--- src/rtl/pal_pkg.sv ---
// ----------------------------------------------------------------------------
// pal_pkg
// Shared constants, codes and types of the positional array list.
// ----------------------------------------------------------------------------
package pal_pkg;

  localparam int DEPTH = 128;
  localparam int IDX_W = (DEPTH > 1) ? $clog2(DEPTH) : 1;
  localparam int CNT_W = $clog2(DEPTH + 1);
  localparam int CMP_W = ((CNT_W > 8) ? CNT_W : 8) + 1;
  localparam int DATA_W = 32;

  localparam int GRP = 16;
  localparam int NGRP = (DEPTH + GRP - 1) / GRP;

  localparam logic [2:0] KIND_INSERT = 3'd0;
  localparam logic [2:0] KIND_UPDATE = 3'd1;
  localparam logic [2:0] KIND_DELETE = 3'd2;
  localparam logic [2:0] KIND_READ   = 3'd3;
  localparam logic [2:0] KIND_CLEAR  = 3'd4;

  typedef enum logic [1:0] {
    STS_DONE   = 2'd0,
    STS_FULL   = 2'd1,
    STS_EMPTY  = 2'd2,
    STS_BADPOS = 2'd3
  } status_t;

  typedef struct packed {
    logic              ins;
    logic              upd;
    logic              del;
    logic              rd;
    logic [IDX_W-1:0]  pos;
    logic [DATA_W-1:0] wdata;
  } cell_ctl_t;

endpackage

--- src/rtl/pal_cell.sv ---
// ----------------------------------------------------------------------------
// pal_cell
// One list entry. Takes its left neighbor on insert, its right neighbor on
// delete, the write data on insert or update at its own position.
// ----------------------------------------------------------------------------
module pal_cell
  import pal_pkg::*;
(
  input  logic              clk,
  input  cell_ctl_t         ctl_i,
  input  logic [IDX_W-1:0]  idx_i,
  input  logic [DATA_W-1:0] left_i,
  input  logic [DATA_W-1:0] right_i,
  output logic [DATA_W-1:0] q_o,
  output logic [DATA_W-1:0] hit_o
);

  logic [DATA_W-1:0] q_r;
  logic              at_pos;
  logic              past_pos;

  assign at_pos   = (idx_i == ctl_i.pos);
  assign past_pos = (idx_i > ctl_i.pos);

  always_ff @(posedge clk) begin
    if (ctl_i.ins && past_pos) begin
      q_r <= left_i;
    end else if ((ctl_i.ins || ctl_i.upd) && at_pos) begin
      q_r <= ctl_i.wdata;
    end else if (ctl_i.del && (past_pos || at_pos)) begin
      q_r <= right_i;
    end
  end

  assign q_o   = q_r;
  assign hit_o = (ctl_i.rd && at_pos) ? q_r : '0;

endmodule

--- config.mk ---
export PLATFORM = sky130hd
export DESIGN_NAME = pal_cell
export DESIGN_NICKNAME = d
export VERILOG_FILES = /design/src/rtl/pal_pkg.sv /design/src/rtl/pal_cell.sv
export SDC_FILE = /design/constraint.sdc
export NUM_CORES = 1
export LEC_CHECK = 0
export BUFFER_PORTS_ARGS = -buffer_cell sky130_fd_sc_hd__buf_2
export CAP_MARGIN = 20
export CORE_MARGIN = 8
export CORE_UTILIZATION = 33
export DETAILED_ROUTE_END_ITERATION = 7
export PLACE_DENSITY_LB_ADDON = 0.08
export REMOVE_ABC_BUFFERS = 1
export SKIP_LAST_GASP = 1
export SYNTH_ARGS = -nofsm -noshare
export SYNTH_HDL_FRONTEND = slang
export SYNTH_SLANG_ARGS = --single-unit
--- constraint.sdc ---
create_clock -name clk -period 4.1 [get_ports clk]
set_clock_uncertainty 0.15 [all_clocks]
set_input_delay 1.025 -clock clk [delete_from_list [all_inputs] [get_ports clk]]
set_output_delay 1.025 -clock clk [all_outputs]
set_load 0.02 [all_outputs]
==> flow_summary.toml, run 1 <==
[power]
power_frac_comb_pct = 31.7
seq_power_share_pct = 45.6
ir_drop_mv = 0.122
leakage_nw = 1.86
power_density_nw_per_um2 = 291
switching_share_pct = 30.5
p_int_w = 0.000686
p_sw_w = 0.000301
clockPowerShare_pct = 22.7

[cells_and_area]
stdcell_area_um2 = 3390
area_growth_pct = 46.2
largest_register_ffs = 32
instances_no_fill = 447
fillCellCount = 644
diodes = 0
nNetsFinal = 473
drive_gt1_share_pct = 65.5

[outcome]
status = "completed"

[timing]
fin_crit_sh_pct = 88.7
totalNegativeSetupSlack_ns = 0
drv_slew = 0
fmax_mhz = 275
period_needed_ns = 3.64
setup_viol = 0
rsz0062_at_grt = "false"
relSlewSlack_pct = 65.5
hold_ws_ns = 0.890
hold_violations = 0
layout_setup_ws_ns = 0.464
tightest_slew_ns = 0.516

[cts]
clock_sinks = 32
htreeDepth = 2
clockBufferDepth = 2
cts_buffers = 5
cts_setup_buffers = 0
cts_tree = "yes"
cts-resized-gates = 0
cts_root_buffer = "clkbuf_8"
cts_hold_buf = 0
clk_pin_slew_ns = 0.07

[yosys]
synthCells = 170
yosys_warnings = 0
avgSynthCellArea_um2 = 13.6
ys_seq_elements = 32
synth_edf_count = 32
yosysTopAreaCell = "edfxtp_1"
ys_seq_area_share_pct = 41.4
async_flop_share_pct = 0
synth_area_leaders = "edfxtp_1 41%, mux2_4 19%, mux2_1 15%, and3_1 8.6%, ha_1 3.8%"
synth.distinct_cells = 20
synth_top_area_share_pct = 41.4
synthFlopType = "edfxtp_1"
synth_commonest_cells = "32 x and3_1, 32 x edfxtp_1, 30 x mux2_1, 30 x mux2_4"
syn-cell-area_um2 = 2320

[setup_path]
crit_path_end_kind = "primary output"
crit_arrival_ns = 2.46
cp_max_fo = 24
slowest_delay_ns = 0.30
startpoint_type = "input pin"
crit_slowest_cell = "ha_1"
path_class = "in2out"
crit_top_cell = "buf_2"
crit_chain = "buf_2 -> inv_1 -> ha_1 -> nand3_1 -> nor2_2 -> buf_4 -> and3_1 -> buf_2"
worst-endpoint-required_ns = 2.92

[die]
initial_core_util_pct = 34.1
row_count = 30
die_w_um = 99.8
die_h_um = 99.8
die_area_um2 = 9970
core_area_um2 = 6790
ios = 179

[grt]
grt_pass1_wl_um = 10800
grt_pass1_vias = 2156
grt_max_degree = 33
overflow = 0
antenna_found_initial = 0
grt_use_total_pct = 13.9

[drt]
drtIter0Drc = 44
vias_per_cell = 4.47
drt_wl_total_um = 7290
vias = 1997
drt_pass1_iterations = 4
drtAntennaViolNets = 0
drc = 0
wl_per_cell_um = 16.3

[flow_run]
drv_cap = 0

[min_path]
hold_class = "in2reg"

[placement]
placed_area_um2 = 3310
place_ws_ns = 0.466
hpwl_um = 6070
io_buffers = 178
gp_congestion = 0.749
dp.cells = 440
[worst max-delay path, delay by kind of cell]
| kind | cells | cell delay [ns] |
|---|---|---|
| adder cells (fa/ha/maj) | 1 | 0.30 |
| AND/OR/NAND/NOR | 3 | 0.60 |
| buffers and inverters | 4 | 0.53 |
[through the flow]
stage	util, %	power [W]
after floorplan	-	0.000640
after global placement	48.8	0.000770
after global routing	49.9	0.00104
after CTS	49.9	0.00101
after detailed placement	48.8	0.000776
final	49.9	0.000987
[worst paths after layout]
check                      start         to  slack [ns]  cells past startpoint
worst max-delay path   ctl_i[34]  hit_o[13]        0.46                      8
worst min-delay path  left_i[10]    q_o[10]        0.89                      2
[layer usage]
| metal | global-route usage [%] | share of wire, % |
|---|---|---|
| met5 | 0 | 0 |
| met1 | 14.4 | 38 |
| met2 | 24.9 | 50 |
| met3 | 6.37 | 11 |
| met4 | 3.14 | 0.55 |
[cell usage in the layout, fill, tap and decap left out, types with 2 or more instances in the layout]
cell type,instances
a21oi_1,3
and3_1,32
buf_2,178
buf_4,8
clkbuf_8,5
clkinv_1,2
edfxtp_1,32
ha_1,7
inv_1,7
mux2_1,30
mux2_2,4
mux2_4,30
nand2_1,3
[power groups by stage]
stage               Clock [W]  Combinational, W  Sequential [W]
global placement            0          0.000315        0.000455
finish               0.000224          0.000313        0.000450
detailed placement          0          0.000319        0.000457
global route         0.000247          0.000336        0.000457
floorplan                   0          0.000117        0.000523
CTS                  0.000236          0.000319        0.000451
[cells by family after synthesis]
| group | Yosys count | share of synthesized area (%) |
|---|---|---|
| DFF | 32 | 41.4 |
| AOI/OAI and AO/OA | 7 | 2.26 |
| muxes | 64 | 35.9 |
| adders and majority gates | 7 | 3.78 |
| buffers and inverters | 19 | 5.02 |
| and+or+nand+nor | 41 | 11.6 |
[area by class of cell]
type / count / area, µm² / share of cell area (%)
Timing Repair Buffer: 186 / 951 / 28.0
Multi-Input combinational cell: 119 / 1260 / 37.0
Clock inverter: 2 / 7.51 / 0.221
Tap cell: 96 / 120 / 3.54
Sequential cell: 32 / 961 / 28.3
Clock buffer: 5 / 68.8 / 2.03
Inverter: 7 / 26.3 / 0.775
(Power assumes the default switching activity.)
==> run 2, diff against run 1 <==
Settings changed: PLACE_DENSITY from default to 0.69, PLACE_DENSITY_LB_ADDON 0.08 to default.
==> run 2 against run 1 <==
  * Clock power hardly changed
  * Combinational power barely moved
  * Via count increased by 2.0%
  * Final cell count is the same
  * Sequential share of layout area about the same
  * Sequential cell count unchanged
  * Die area did not move
  * Global-route usage up 0.32 points
  * Total power increased by 0.44%
  * Wire length is essentially flat
  * Cell area about the same
  * Largest power group unchanged
==> flow_summary.toml, run 2 (synthesis results as in run 1) <==
[setup_path]
worst-endpoint-required_ns = 2.92
slowest_delay_ns = 0.30
cpLargestDelayFamily = "simple AND/OR/NAND/NOR gates"
cp_max_fo = 23
crit_slowest_cell = "ha_1"
crit_chain = "buf_2 -> inv_1 -> ha_1 -> nand3_1 -> nor2_2 -> buf_4 -> and3_1 -> buf_2"
cp_num_buf_inv = 4
path_class = "in2out"
startpoint_type = "input pin"
crit_top_cell = "buf_2"
crit_path_end_kind = "primary output"
crit_arrival_ns = 2.44

[placement]
hpwl_um = 6100
io_buffers = 178
gp_congestion = 0.774
placed_area_um2 = 3310
dp.cells = 440

[grt]
grt_pass1_wl_um = 11400
grt_max_degree = 33
grt_pass1_vias = 2294
overflow = 0
antenna_found_initial = 0
grt_use_total_pct = 14.2

[cells_and_area]
stdcell_area_um2 = 3390
area_growth_pct = 46.2
largest_register_ffs = 32
most-common-layout-cells = "178 x buf_2, 32 x and3_1, 32 x edfxtp_1"
drive_gt1_share_pct = 65.8
nNetsFinal = 473
instances_no_fill = 447
diodes = 0
final_common_cell = "buf_2"

[flow_run]
drv_cap = 0

[drt]
vias = 2037
drtAntennaViolNets = 0
drtIter0Drc = 40
drt_pass1_iterations = 4
drt_wl_total_um = 7300
vias_per_cell = 4.56
wl_per_cell_um = 16.3
drc = 0

[power]
power_frac_comb_pct = 31.7
p_int_w = 0.000689
p_total_w = 0.000991
switching_share_pct = 30.4
clockPowerShare_pct = 22.8
power_density_nw_per_um2 = 292
leakage_nw = 1.86
seq_power_share_pct = 45.5
ir_drop_mv = 0.114
p_sw_w = 0.000302

[timing]
setup_viol = 0
totalNegativeSetupSlack_ns = 0
fin_crit_sh_pct = 88.2
tightest_slew_ns = 0.474
period_needed_ns = 3.62
hold_violations = 0
rsz0062_at_grt = "false"
fmax_mhz = 276
relSlewSlack_pct = 68.4
drv_slew = 0

[cts]
cts_tree = "yes"
clk_pin_slew_ns = 0.07
clock_sinks = 32
cts_setup_buffers = 0
clockBufferDepth = 2
cts_root_buffer = "clkbuf_8"
cts_buffers = 5
cts_hold_buf = 0
cts-resized-gates = 0
htreeDepth = 2

[die]
die_h_um = 99.8
die_area_um2 = 9970
die_w_um = 99.8
initial_core_util_pct = 34.1
ios = 179
core_area_um2 = 6790
row_count = 30

[min_path]
hold_class = "in2reg"

[outcome]
status = "completed"
==> run 2: path summary, 6_finish.rpt <==
kind | cells after the start | slack (ns) | from | end
worst max-delay path | 8 | 0.48 | ctl_i[34] | hit_o[28]
worst min-delay path | 2 | 0.89 | left_i[13] | q_o[13]
==> run 2: per-stage QoR <==
stage / worst slack [ns] / utilization [%] / hold slack, ns
2_1_floorplan: 0.225 / - / 1.09
4_1_cts: 0.469 / 49.9 / 0.879
5_1_grt: 0.360 / 49.9 / 0.878
6_report: 0.482 / 49.9 / 0.892
3_3_place_gp: 0.543 / 48.8 / 1.18
3_5_place_dp: 0.477 / 48.8 / 1.18
==> run 2: layout make-up <==
class | count | area [µm²]
clock buffer | 6 | 72.6
sequential | 32 | 961
inverter | 7 | 26.3
multi-input combinational | 119 | 1260
fill | 627 | 3400
tap | 96 | 120
clock inverter | 1 | 5.00
timing repair buffer | 186 | 951
==> run 2: metal layers <==
layer | GRT usage (%) | wire length (µm) | share of wire (%) | up-vias
met5 | 0 | 0 | 0 | -
met4 | 3.49 | 69 | 0.95 | 0
met3 | 5.26 | 707 | 9.7 | 5
met2 | 26.5 | 3800 | 52 | 104
met1 | 14.5 | 2720 | 37 | 925
li1 | - | - | - | 1003
==> run 2: power groups by stage <==
stage | clock (W) | sequential, W | combinational [W]
floorplan | 0 | 0.000523 | 0.000117
detailed placement | 0 | 0.000457 | 0.000318
CTS | 0.000240 | 0.000451 | 0.000319
finish | 0.000226 | 0.000450 | 0.000314
global route | 0.000253 | 0.000455 | 0.000338
global placement | 0 | 0.000456 | 0.000311
==> run 3, diff against run 2 <==
Clock period 4.1 ns to 4.65 ns, I/O delays scaled along.
==> run 3 against run 2 <==
  * Global-route usage down 0.11 points
  * Clock power rose by 15%
  * Sequential cell count did not move
  * Hold slack better by 0.13 ns
  * Critical path depth did not move
  * Die area stayed put
  * Critical path type unchanged
  * Critical endpoint is now hit_o[23]
  * Largest power group unchanged
  * Highest routed layer unchanged
==> flow_summary.toml, run 3 (synthesis results as in run 1) <==
[outcome]
status = "completed"

[cts]
clk_pin_slew_ns = 0.07
cts-resized-gates = 0
cts_setup_buffers = 0
cts_hold_buf = 0
clockBufferDepth = 2
cts_root_buffer = "clkbuf_8"
cts_tree = "yes"
cts_buffers = 5
clock_sinks = 32
htreeDepth = 2

[cells_and_area]
seq_area_um2 = 961
area_growth_pct = 47.7
drive_gt1_share_pct = 65.8
diodes = 0
fillCellCount = 645
final_common_cell = "buf_2"
multi_input_area_um2 = 1260
largest_register_ffs = 32
nNetsFinal = 472
most-common-layout-cells = "178 x buf_2, 32 x and3_1, 32 x edfxtp_1"

[die]
row_count = 30
die_w_um = 99.8
die_area_um2 = 9970
initial_core_util_pct = 34.1
core_area_um2 = 6790
die_h_um = 99.8
ios = 179

[power]
leakage_nw = 1.88
ir_drop_mv = 0.110
p_total_w = 0.000937
power_density_nw_per_um2 = 273

[drt]
drc = 0
vias = 2049
wl_per_cell_um = 16.6
drtAntennaViolNets = 0
drt_wl_total_um = 7410
drtIter0Drc = 46
vias_per_cell = 4.58
drt_pass1_iterations = 4

[grt]
grt_max_degree = 33
grt_pass1_wl_um = 11200
antenna_found_initial = 0
grt_pass1_vias = 2322
overflow = 0
grt_use_total_pct = 14.1

[setup_path]
crit_slowest_cell = "ha_1"
crit_path_end_kind = "primary output"
crit_top_cell = "buf_2"
startpoint_type = "input pin"
worst-endpoint-required_ns = 3.34
path_class = "in2out"
slowest_delay_ns = 0.30
crit_arrival_ns = 2.59
critPathLaunch = "ctl_i[34]"
crit_chain = "buf_2 -> inv_1 -> ha_1 -> nand3_1 -> nor2_2 -> buf_4 -> and3_1 -> buf_2"
cp_max_fo = 23

[timing]
relSlewSlack_pct = 43.9
drv_slew = 0
fin_crit_sh_pct = 84.0
tightest_slew_ns = 0.841
fmax_mhz = 256
setup_viol = 0
period_needed_ns = 3.90
totalNegativeSetupSlack_ns = 0
rsz0062_at_grt = "false"
hold_violations = 0

[min_path]
hold_class = "in2reg"
holdCritStartpoint = "left_i[20]"
whs_endpoint = "q_o[20]"
hold_path_depth = 2

[placement]
gp_congestion = 0.786
io_buffers = 178
hpwl_um = 6110

[flow_run]
drv_cap = 0
[run 3: cell count changes in the layout (fill, tap and decap cells not counted), sizes merged]
cell / before / now
bufinv: 0 / 1
buf: 186 / 185
[run 3: critical path: cells and delay by family]
kind	cells	cell delay (ns)
and+or+nand+nor	3	0.59
buffers and inverters	4	0.53
adders and majority gates	1	0.30
[run 3: layer usage]
metal,part of all wire (%),GRT usage (%)
met1,37,13.3
met2,54,28.1
met3,8.3,4.22
met4,0.50,4.07
met5,0,0
[run 3: power by group]
group	internal [W]	leakage [nW]	switching [W]
Combinational	0.000131	1.52	0.000148
Clock	0.000159	0.0552	0.000102
Sequential	0.000377	0.304	0.0000205
Total	0.000667	1.88	0.000270
[run 3: stage by stage]
stage                     cells  instance area, µm²  utilization [%]  hold slack [ns]  setup slack [ns]
after floorplan             158                2230                -             1.23             0.511
after global placement      439                3320             48.9             1.31             0.815
after detailed placement    439                3320             48.9             1.32             0.746
after CTS                   447                3430             50.4             1.02             0.743
after global routing        447                3430             50.4             1.01             0.640
final                       447                3430             50.4             1.02             0.746
[run 3: area by class of cell]
| type | count | share of cell area [%] |
|---|---|---|
| Clock buffer | 6 | 2.12 |
| Clock inverter | 2 | 1.02 |
| Inverter | 7 | 0.767 |
| Multi-Input combinational cell | 119 | 36.7 |
| Sequential cell | 32 | 28.0 |
| Tap cell | 96 | 3.50 |
| Timing Repair Buffer | 185 | 27.9 |
[run 3: how the worst max path moves through the flow]
stage	depth (start not counted)	slack [ns]	endpoint
floorplan	5	0.51	hit_o[0]
global placement	8	0.81	hit_o[10]
detailed placement	8	0.75	hit_o[23]
CTS	8	0.74	hit_o[23]
global route	8	0.64	hit_o[23]
finish	8	0.75	hit_o[23]
